### src/cse_pkg.sv
// ----------------------------------------------------------------------------
// cse_pkg
// shared types and constants of the counting sort engine
// ----------------------------------------------------------------------------
package cse_pkg;

    localparam int VALUE_W         = 8;
    localparam int VALUE_RANGE_DEF = 256;
    localparam int MAX_ITEMS_DEF   = 64;

    // input word
    typedef struct packed {
        logic [VALUE_W-1:0] value;
        logic               last;
    } in_word_t;

    // result word
    typedef struct packed {
        logic [VALUE_W-1:0] sorted_value;
        logic               end_of_run;
        logic               overflowed;
    } out_word_t;

    // sequencer states, one-hot
    typedef enum logic [5:0] {
        ST_CLEAR = 6'b000001,
        ST_IDLE  = 6'b000010,
        ST_INC   = 6'b000100,
        ST_BEGIN = 6'b001000,
        ST_FETCH = 6'b010000,
        ST_EMIT  = 6'b100000
    } state_t;

endpackage

### src/cse_ram.sv
// ----------------------------------------------------------------------------
// cse_ram
// generic simple dual-port ram, one write port, one registered read port
// ----------------------------------------------------------------------------
module cse_ram #(
    parameter int WIDTH = 8,
    parameter int DEPTH = 256
) (
    input  logic                     clk,
    input  logic                     we,
    input  logic [$clog2(DEPTH)-1:0] waddr,
    input  logic [WIDTH-1:0]         wdata,
    input  logic [$clog2(DEPTH)-1:0] raddr,
    output logic [WIDTH-1:0]         rdata
);

    logic [WIDTH-1:0] mem [DEPTH];

    always_ff @(posedge clk)
    begin
        if (we)
        begin
            mem[waddr] <= wdata;
        end
        rdata <= mem[raddr];
    end

endmodule

### src/counting_sort_engine_unit.sv
// ----------------------------------------------------------------------------
// counting_sort_engine_unit
// counting sort of small values: tallies a set into a histogram ram, then
// walks the histogram upward and emits each value as often as it was counted
// ----------------------------------------------------------------------------
//
//  channel   ports                  handshake
//  --------  ---------------------  -----------------------------------------
//  input     item (value, last)     word taken when start && !busy
//  result    result (sorted_value,  word valid for one cycle with strobe,
//            end_of_run,            no back-pressure
//            overflowed)
//
//  a tallied value is read from the histogram, then its count is written back
//  +1; a dropped value that is not last leaves the block idle
//  on a last word of a nonempty set emission walks the bins upward from zero,
//  reading each bin and emitting one word per counted copy of its value; the
//  walk stops after the last counted value and clears each bin as it reads it
//  after reset a clearing pass writes zero to all min(VALUE_RANGE,256) bins,
//  with busy high
//  results leave a register in the cycle after they are formed; the receiver
//  cannot stall, so the walk never waits
// ----------------------------------------------------------------------------
module counting_sort_engine_unit #(
    parameter int VALUE_RANGE = cse_pkg::VALUE_RANGE_DEF,
    parameter int MAX_ITEMS   = cse_pkg::MAX_ITEMS_DEF
) (
    input  logic               clk,
    input  logic               rst_n,
    input  logic               start,
    output logic               busy,
    input  cse_pkg::in_word_t  item,
    output logic               strobe,
    output cse_pkg::out_word_t result
);

    import cse_pkg::*;

    // only values below 2**VALUE_W can ever arrive
    localparam int BINS   = (VALUE_RANGE < (1 << VALUE_W)) ? VALUE_RANGE : (1 << VALUE_W);
    localparam int ADDR_W = $clog2(BINS);
    localparam int CNT_W  = $clog2(MAX_ITEMS + 1);

    state_t             state_reg, state_next;
    logic [ADDR_W-1:0]  bin_reg, bin_next;      // walk pointer, or bin being tallied
    logic [CNT_W-1:0]   held_reg, held_next;    // values tallied in this set
    logic [CNT_W-1:0]   sent_reg, sent_next;    // words emitted so far
    logic [CNT_W-1:0]   rep_reg, rep_next;      // copies of current bin still to emit
    logic               drop_reg, drop_next;
    logic               last_reg, last_next;
    logic               strobe_reg, strobe_next;
    out_word_t          result_reg, result_next;

    // histogram ram ports
    logic               ram_we;
    logic [ADDR_W-1:0]  ram_waddr;
    logic [CNT_W-1:0]   ram_wdata;
    logic [ADDR_W-1:0]  ram_raddr;
    logic [CNT_W-1:0]   ram_rdata;

    logic               accept;
    logic               keep;                   // value goes into the histogram

    cse_ram #(
        .WIDTH (CNT_W),
        .DEPTH (BINS)
    ) u_tally (
        .clk   (clk),
        .we    (ram_we),
        .waddr (ram_waddr),
        .wdata (ram_wdata),
        .raddr (ram_raddr),
        .rdata (ram_rdata)
    );

    assign busy   = (state_reg != ST_IDLE);
    assign accept = start && (state_reg == ST_IDLE);
    assign keep   = (32'(item.value) < VALUE_RANGE) && (held_reg != CNT_W'(MAX_ITEMS));

    // write port always targets bin_reg
    assign ram_waddr = bin_reg;

    // read address: incoming value when idle, else bin_next (the next bin of the walk)
    assign ram_raddr = (state_reg == ST_IDLE) ? item.value[ADDR_W-1:0] : bin_next;

    assign strobe = strobe_reg;
    assign result = result_reg;

    always_comb
    begin
        state_next  = state_reg;
        bin_next    = bin_reg;
        held_next   = held_reg;
        sent_next   = sent_reg;
        rep_next    = rep_reg;
        drop_next   = drop_reg;
        last_next   = last_reg;
        strobe_next = 1'b0;
        result_next = result_reg;
        ram_we      = 1'b0;
        ram_wdata   = '0;

        unique case (state_reg)
            ST_CLEAR:
            begin
                ram_we   = 1'b1;
                bin_next = bin_reg + 1'b1;
                if (bin_reg == ADDR_W'(BINS - 1))
                begin
                    bin_next   = '0;
                    state_next = ST_IDLE;
                end
            end
            ST_IDLE:
            begin
                if (accept)
                begin
                    last_next = item.last;
                    if (keep)
                    begin
                        bin_next   = item.value[ADDR_W-1:0];
                        state_next = ST_INC;
                    end
                    else
                    begin
                        drop_next = 1'b1;
                        if (item.last)
                        begin
                            state_next = ST_BEGIN;
                        end
                    end
                end
            end
            ST_INC:
            begin
                // read data of the bin arrives here, write back count + 1
                ram_we    = 1'b1;
                ram_wdata = ram_rdata + 1'b1;
                held_next = held_reg + 1'b1;
                state_next = last_reg ? ST_BEGIN : ST_IDLE;
            end
            ST_BEGIN:
            begin
                if (held_reg == '0)
                begin
                    // empty set: nothing tallied, just reset set state
                    drop_next  = 1'b0;
                    state_next = ST_IDLE;
                end
                else
                begin
                    bin_next   = '0;
                    sent_next  = '0;
                    state_next = ST_FETCH;
                end
            end
            ST_FETCH:
            begin
                // clear the bin as it is read
                ram_we = 1'b1;
                if (ram_rdata == '0)
                begin
                    bin_next = bin_reg + 1'b1;
                end
                else
                begin
                    rep_next   = ram_rdata;
                    state_next = ST_EMIT;
                end
            end
            ST_EMIT:
            begin
                strobe_next              = 1'b1;
                result_next.sorted_value = VALUE_W'(bin_reg);
                result_next.end_of_run   = (sent_reg + 1'b1 == held_reg);
                result_next.overflowed   = drop_reg;
                sent_next                = sent_reg + 1'b1;
                rep_next                 = rep_reg - 1'b1;
                if (sent_reg + 1'b1 == held_reg)
                begin
                    // every counted value sent, later bins are already zero
                    held_next  = '0;
                    sent_next  = '0;
                    drop_next  = 1'b0;
                    bin_next   = '0;
                    state_next = ST_IDLE;
                end
                else if (rep_reg == CNT_W'(1))
                begin
                    bin_next   = bin_reg + 1'b1;
                    state_next = ST_FETCH;
                end
            end
            default:
            begin
                state_next = ST_IDLE;
            end
        endcase
    end

    always_ff @(posedge clk or negedge rst_n)
    begin
        if (!rst_n)
        begin
            state_reg  <= ST_CLEAR;
            bin_reg    <= '0;
            held_reg   <= '0;
            sent_reg   <= '0;
            rep_reg    <= '0;
            drop_reg   <= 1'b0;
            last_reg   <= 1'b0;
            strobe_reg <= 1'b0;
        end
        else
        begin
            state_reg  <= state_next;
            bin_reg    <= bin_next;
            held_reg   <= held_next;
            sent_reg   <= sent_next;
            rep_reg    <= rep_next;
            drop_reg   <= drop_next;
            last_reg   <= last_next;
            strobe_reg <= strobe_next;
        end
    end

    // result payload, no reset needed
    always_ff @(posedge clk)
    begin
        result_reg <= result_next;
    end

endmodule

### config.mk
export PLATFORM = sky130hd
export DESIGN_NAME = counting_sort_engine_unit
export DESIGN_NICKNAME = d
export VERILOG_FILES = /design/src/cse_pkg.sv /design/src/cse_ram.sv /design/src/counting_sort_engine_unit.sv
export SDC_FILE = /design/constraint.sdc
export NUM_CORES = 2
export LEC_CHECK = 0
export BUFFER_PORTS_ARGS = -buffer_cell sky130_fd_sc_hd__buf_2
export CAP_MARGIN = 20
export CORE_ASPECT_RATIO = 1.2
export CORE_MARGIN = 4
export CORE_UTILIZATION = 60
export CTS_BUF_LIST = sky130_fd_sc_hd__clkbuf_8
export DETAILED_ROUTE_END_ITERATION = 10
export PLACE_DENSITY = 0.76
export RECOVER_POWER = 50
export SETUP_SLACK_MARGIN = 0.4
export SLEW_MARGIN = 20
export SYNTH_ARGS = -nofsm -noshare
export SYNTH_HDL_FRONTEND = slang
export SYNTH_SLANG_ARGS = --single-unit
### constraint.sdc
create_clock -name clk -period 21.8 [get_ports clk]
set_input_delay 0 -clock clk [delete_from_list [all_inputs] [get_ports clk]]
set_output_delay 0 -clock clk [all_outputs]
set_load 0.005 [all_outputs]
==> metrics <==
clk root buf clkbuf_8; Worst Max-Slew Pin Slew 10.96 ns; slack of the critical path 8.93 ns; Gate power share 40.6%; WL per Instance 26.6 microns; Slew headroom -631%; Int Pwr 0.00704 W; Layout Nets 5181; DPL Wire Length 107000 microns; Total Routing Usage GR 28.4%; postcts setup bufs 0; FF-to-FF End u_tally.mem[6][3]; via count 44910; CP delay by family, top buffers and inverters; Post-synth EDFFs 1802; number of synthesis warnings 0; clock sink count 1847; Worst R2R Start state_reg[4]; crit path time final 12.87 ns; Initial Util 60.7%; crit-path most repeated cell clkbuf_1; HP Class in -> reg; VDD IR max 0.185 mV; Fmax achieved 77.7 MHz; Worst-path clk slew roughly 0.06 ns; top-count cell post-synth edfxtp_1; RSZ-0062 raised after global routing no; Max Slew Vio Count 1378; Critical Path End Type flop; global-route wire length before repair 277000 microns; failing checks max-capacitance violations, max-slew violations; Post-Syn Area roughly 0.075 sq mm; largest net degree at the start of global routing between 200 and 250; total CTS buffers 293; DR pass1 iterations 6; Synth area leader edfxtp_1; Critical Path AT about 12 ns; Vias/cell 6.41; core box area between 0.1 and 0.15 sq mm; CP startpoint kind flop; sw frac 38.9%; Max-Cap Viols 22; syn_nets 5074; top post-synthesis cells by count edfxtp_1 (1802), nand2_1 (1020), nand3_1 (337), nor2_1 (298), mux2i_1 (295); Final Non-Filler Cells 7007; Cell variety after synth 71; crit path max-delay cell type clkbuf_1; WP data required about 21 ns; Area Growth Syn to Fin 8.91%; R2R depth 5; PortBufs 23; placed insts 6475; sw power 0.00449 W; I/O pin count 24; Hold WS 0.129 ns; CTS H-tree depth 5; Syn Area/Cell between 10 and 15 sq um; LEAKAGE between 20 and 30 nW; Crit Path Max Fanout 228; dominant synthesized flop cell edfxtp_1; Row Count 141; Yosys reg bits 1847; period utilization 59.0%; clock latency on the worst-skew pair approximately 0.98 ns; antenna violations before repair 2; Final Hold Viols 0; layout cells sized above 1 a little over a tenth; DRC Markers 0; critical path launch point state_reg[4]; chip height approximately 400 microns; Placer Congestion 0.910; Clock Tree Buf Depth 4; PwrDens about 140 mW/mm^2; CP max stage delay 7.58 ns; sequential element share of the synthesized area 73.7%; post-route ant nets 0; CTS tree done; max reg flops 1792; flop-to-flop setup slack roughly 9 ns; top cell type's share of synthesized area 72.2%; global route overflow 0; Layout Skew 0.0591 ns; number of global-route vias before repair 43667; WS Path Type reg -> reg; setup TNS 0 ns; clock share of power 22.9%; largest cells by area after synthesis edfxtp_1 (72%), nand2_1 (5.1%), mux4_2 (4.1%); Initial DRC Count approximately 6100; Reg power frac a little over a third; crit path cell chain nor4_1 > nand3b_1 > clkbuf_1 > nor2_1 > clkbuf_1; crit path buf inv count 2; Post-Route WL roughly 190000 microns; Post-synth ARST share under 10%; status finished with violations; die area 0.131 sq mm; Die Wd 331 microns; DP Worst Slack about 15 ns; # setup viols final 0; Syn Inst Count approximately 5100; Crit. path cell count 5; CP endpoint u_tally.mem[6][3]
-- power groups by stage --
| stage | clock, W | sequential (W) | combinational, W |
|---|---|---|---|
| after floorplan | 0 | 0.00425 | 0.00323 |
| after global placement | 0 | 0.00422 | 0.00453 |
| after detailed placement | 0 | 0.00423 | 0.00460 |
| after CTS | 0.00266 | 0.00415 | 0.00463 |
| after global routing | 0.00284 | 0.00422 | 0.00495 |
| final | 0.00264 | 0.00421 | 0.00468 |
-- routing by layer --
layer	vias up	global-route usage, %	part of all wire, %
met1	22232	37.4	36
met3	510	6.43	10
met2	2738	45.0	48
met5	-	0	0
li1	19430	-	-
met4	0	14.3	5.4
-- layout make-up --
type / count / area, sq um
Timing Repair Buffer: 133 / 1000
Antenna cell: 4 / 10.0
Tap cell: 1644 / 2060
Sequential cell: 1847 / 55200
Multi-Input combinational cell: 2867 / 18200
Clock buffer: 302 / 4160
Inverter: 16 / 60.1
Fill cell: 8345 / 41900
Clock inverter: 194 / 946
-- cells by family after synthesis --
family	synth area share [%]
AND/OR/NAND/NOR	11.0
flip-flops	73.7
AO/OA/AOI/OAI	4.55
multiplexers	8.12
buffers and inverters	2.24
XOR/XNOR	0.210
adder cells (fa/ha/maj)	0.184
-- worst min-delay path by stage --
stage             from          end  slack [ns]  cells after the start
6_report       item[3]   bin_reg[2]        0.13                      5
5_1_grt        item[3]   bin_reg[2]        0.15                      5
4_1_cts        item[3]   bin_reg[2]        0.04                      5
3_5_place_dp     rst_n       strobe        0.17                      1
3_3_place_gp     rst_n  sent_reg[3]        0.17                      1
2_1_floorplan    rst_n   bin_reg[0]       -0.30                      0
-- cells in the final DEF, fill, tap and decap left out, drive strengths merged, types with 6 or more instances in the layout --
cell type       n
and3          103
a21oi         111
nand4          11
nor3           26
o32ai           7
a221oi          6
or4            24
nand2        1020
dfxtp           7
nor2          298
dlygate4sd3    28
bufinv          6
dfrtp          37
a311oi         95
a31oi          54
o21ai          81
edfxtp       1802
xor2           15
o31ai          15
o22ai          25
mux2i         295
a22oi          40
clkinv        102
clkbuf        333
nand2b          8
o211ai         19
nor2b          12
a211oi         11
ha             11
nand3         337
mux4          138
nor4           30
a32oi           7
and2           13
buf            74
inv            97
-- metrics by stage --
stage | power [W] | cell area (sq um) | util, %
floorplan | 0.00748 | 74900 | -
global placement | 0.00876 | 76400 | 61.8
detailed placement | 0.00883 | 76400 | 61.8
CTS | 0.0114 | 81800 | 66.2
global route | 0.0120 | 81600 | 66.1
finish | 0.0115 | 81600 | 66.1
-- repair_timing --
| action | in CTS | in global routing |
|---|---|---|
| hold buffers | 29 | 0 |
| endpoints found under the hold margin | 54 | 0 |
| resized for setup | 0 | 0 |
-- worst register-to-register path: cells and delay by family (launching register included) --
family	cells	cell delay, ns
buffers and inverters	2	8.06
AND/OR/NAND/NOR	3	2.41
flip-flops	1	0.41
Note: power is estimated with default switching activity, not from simulation.
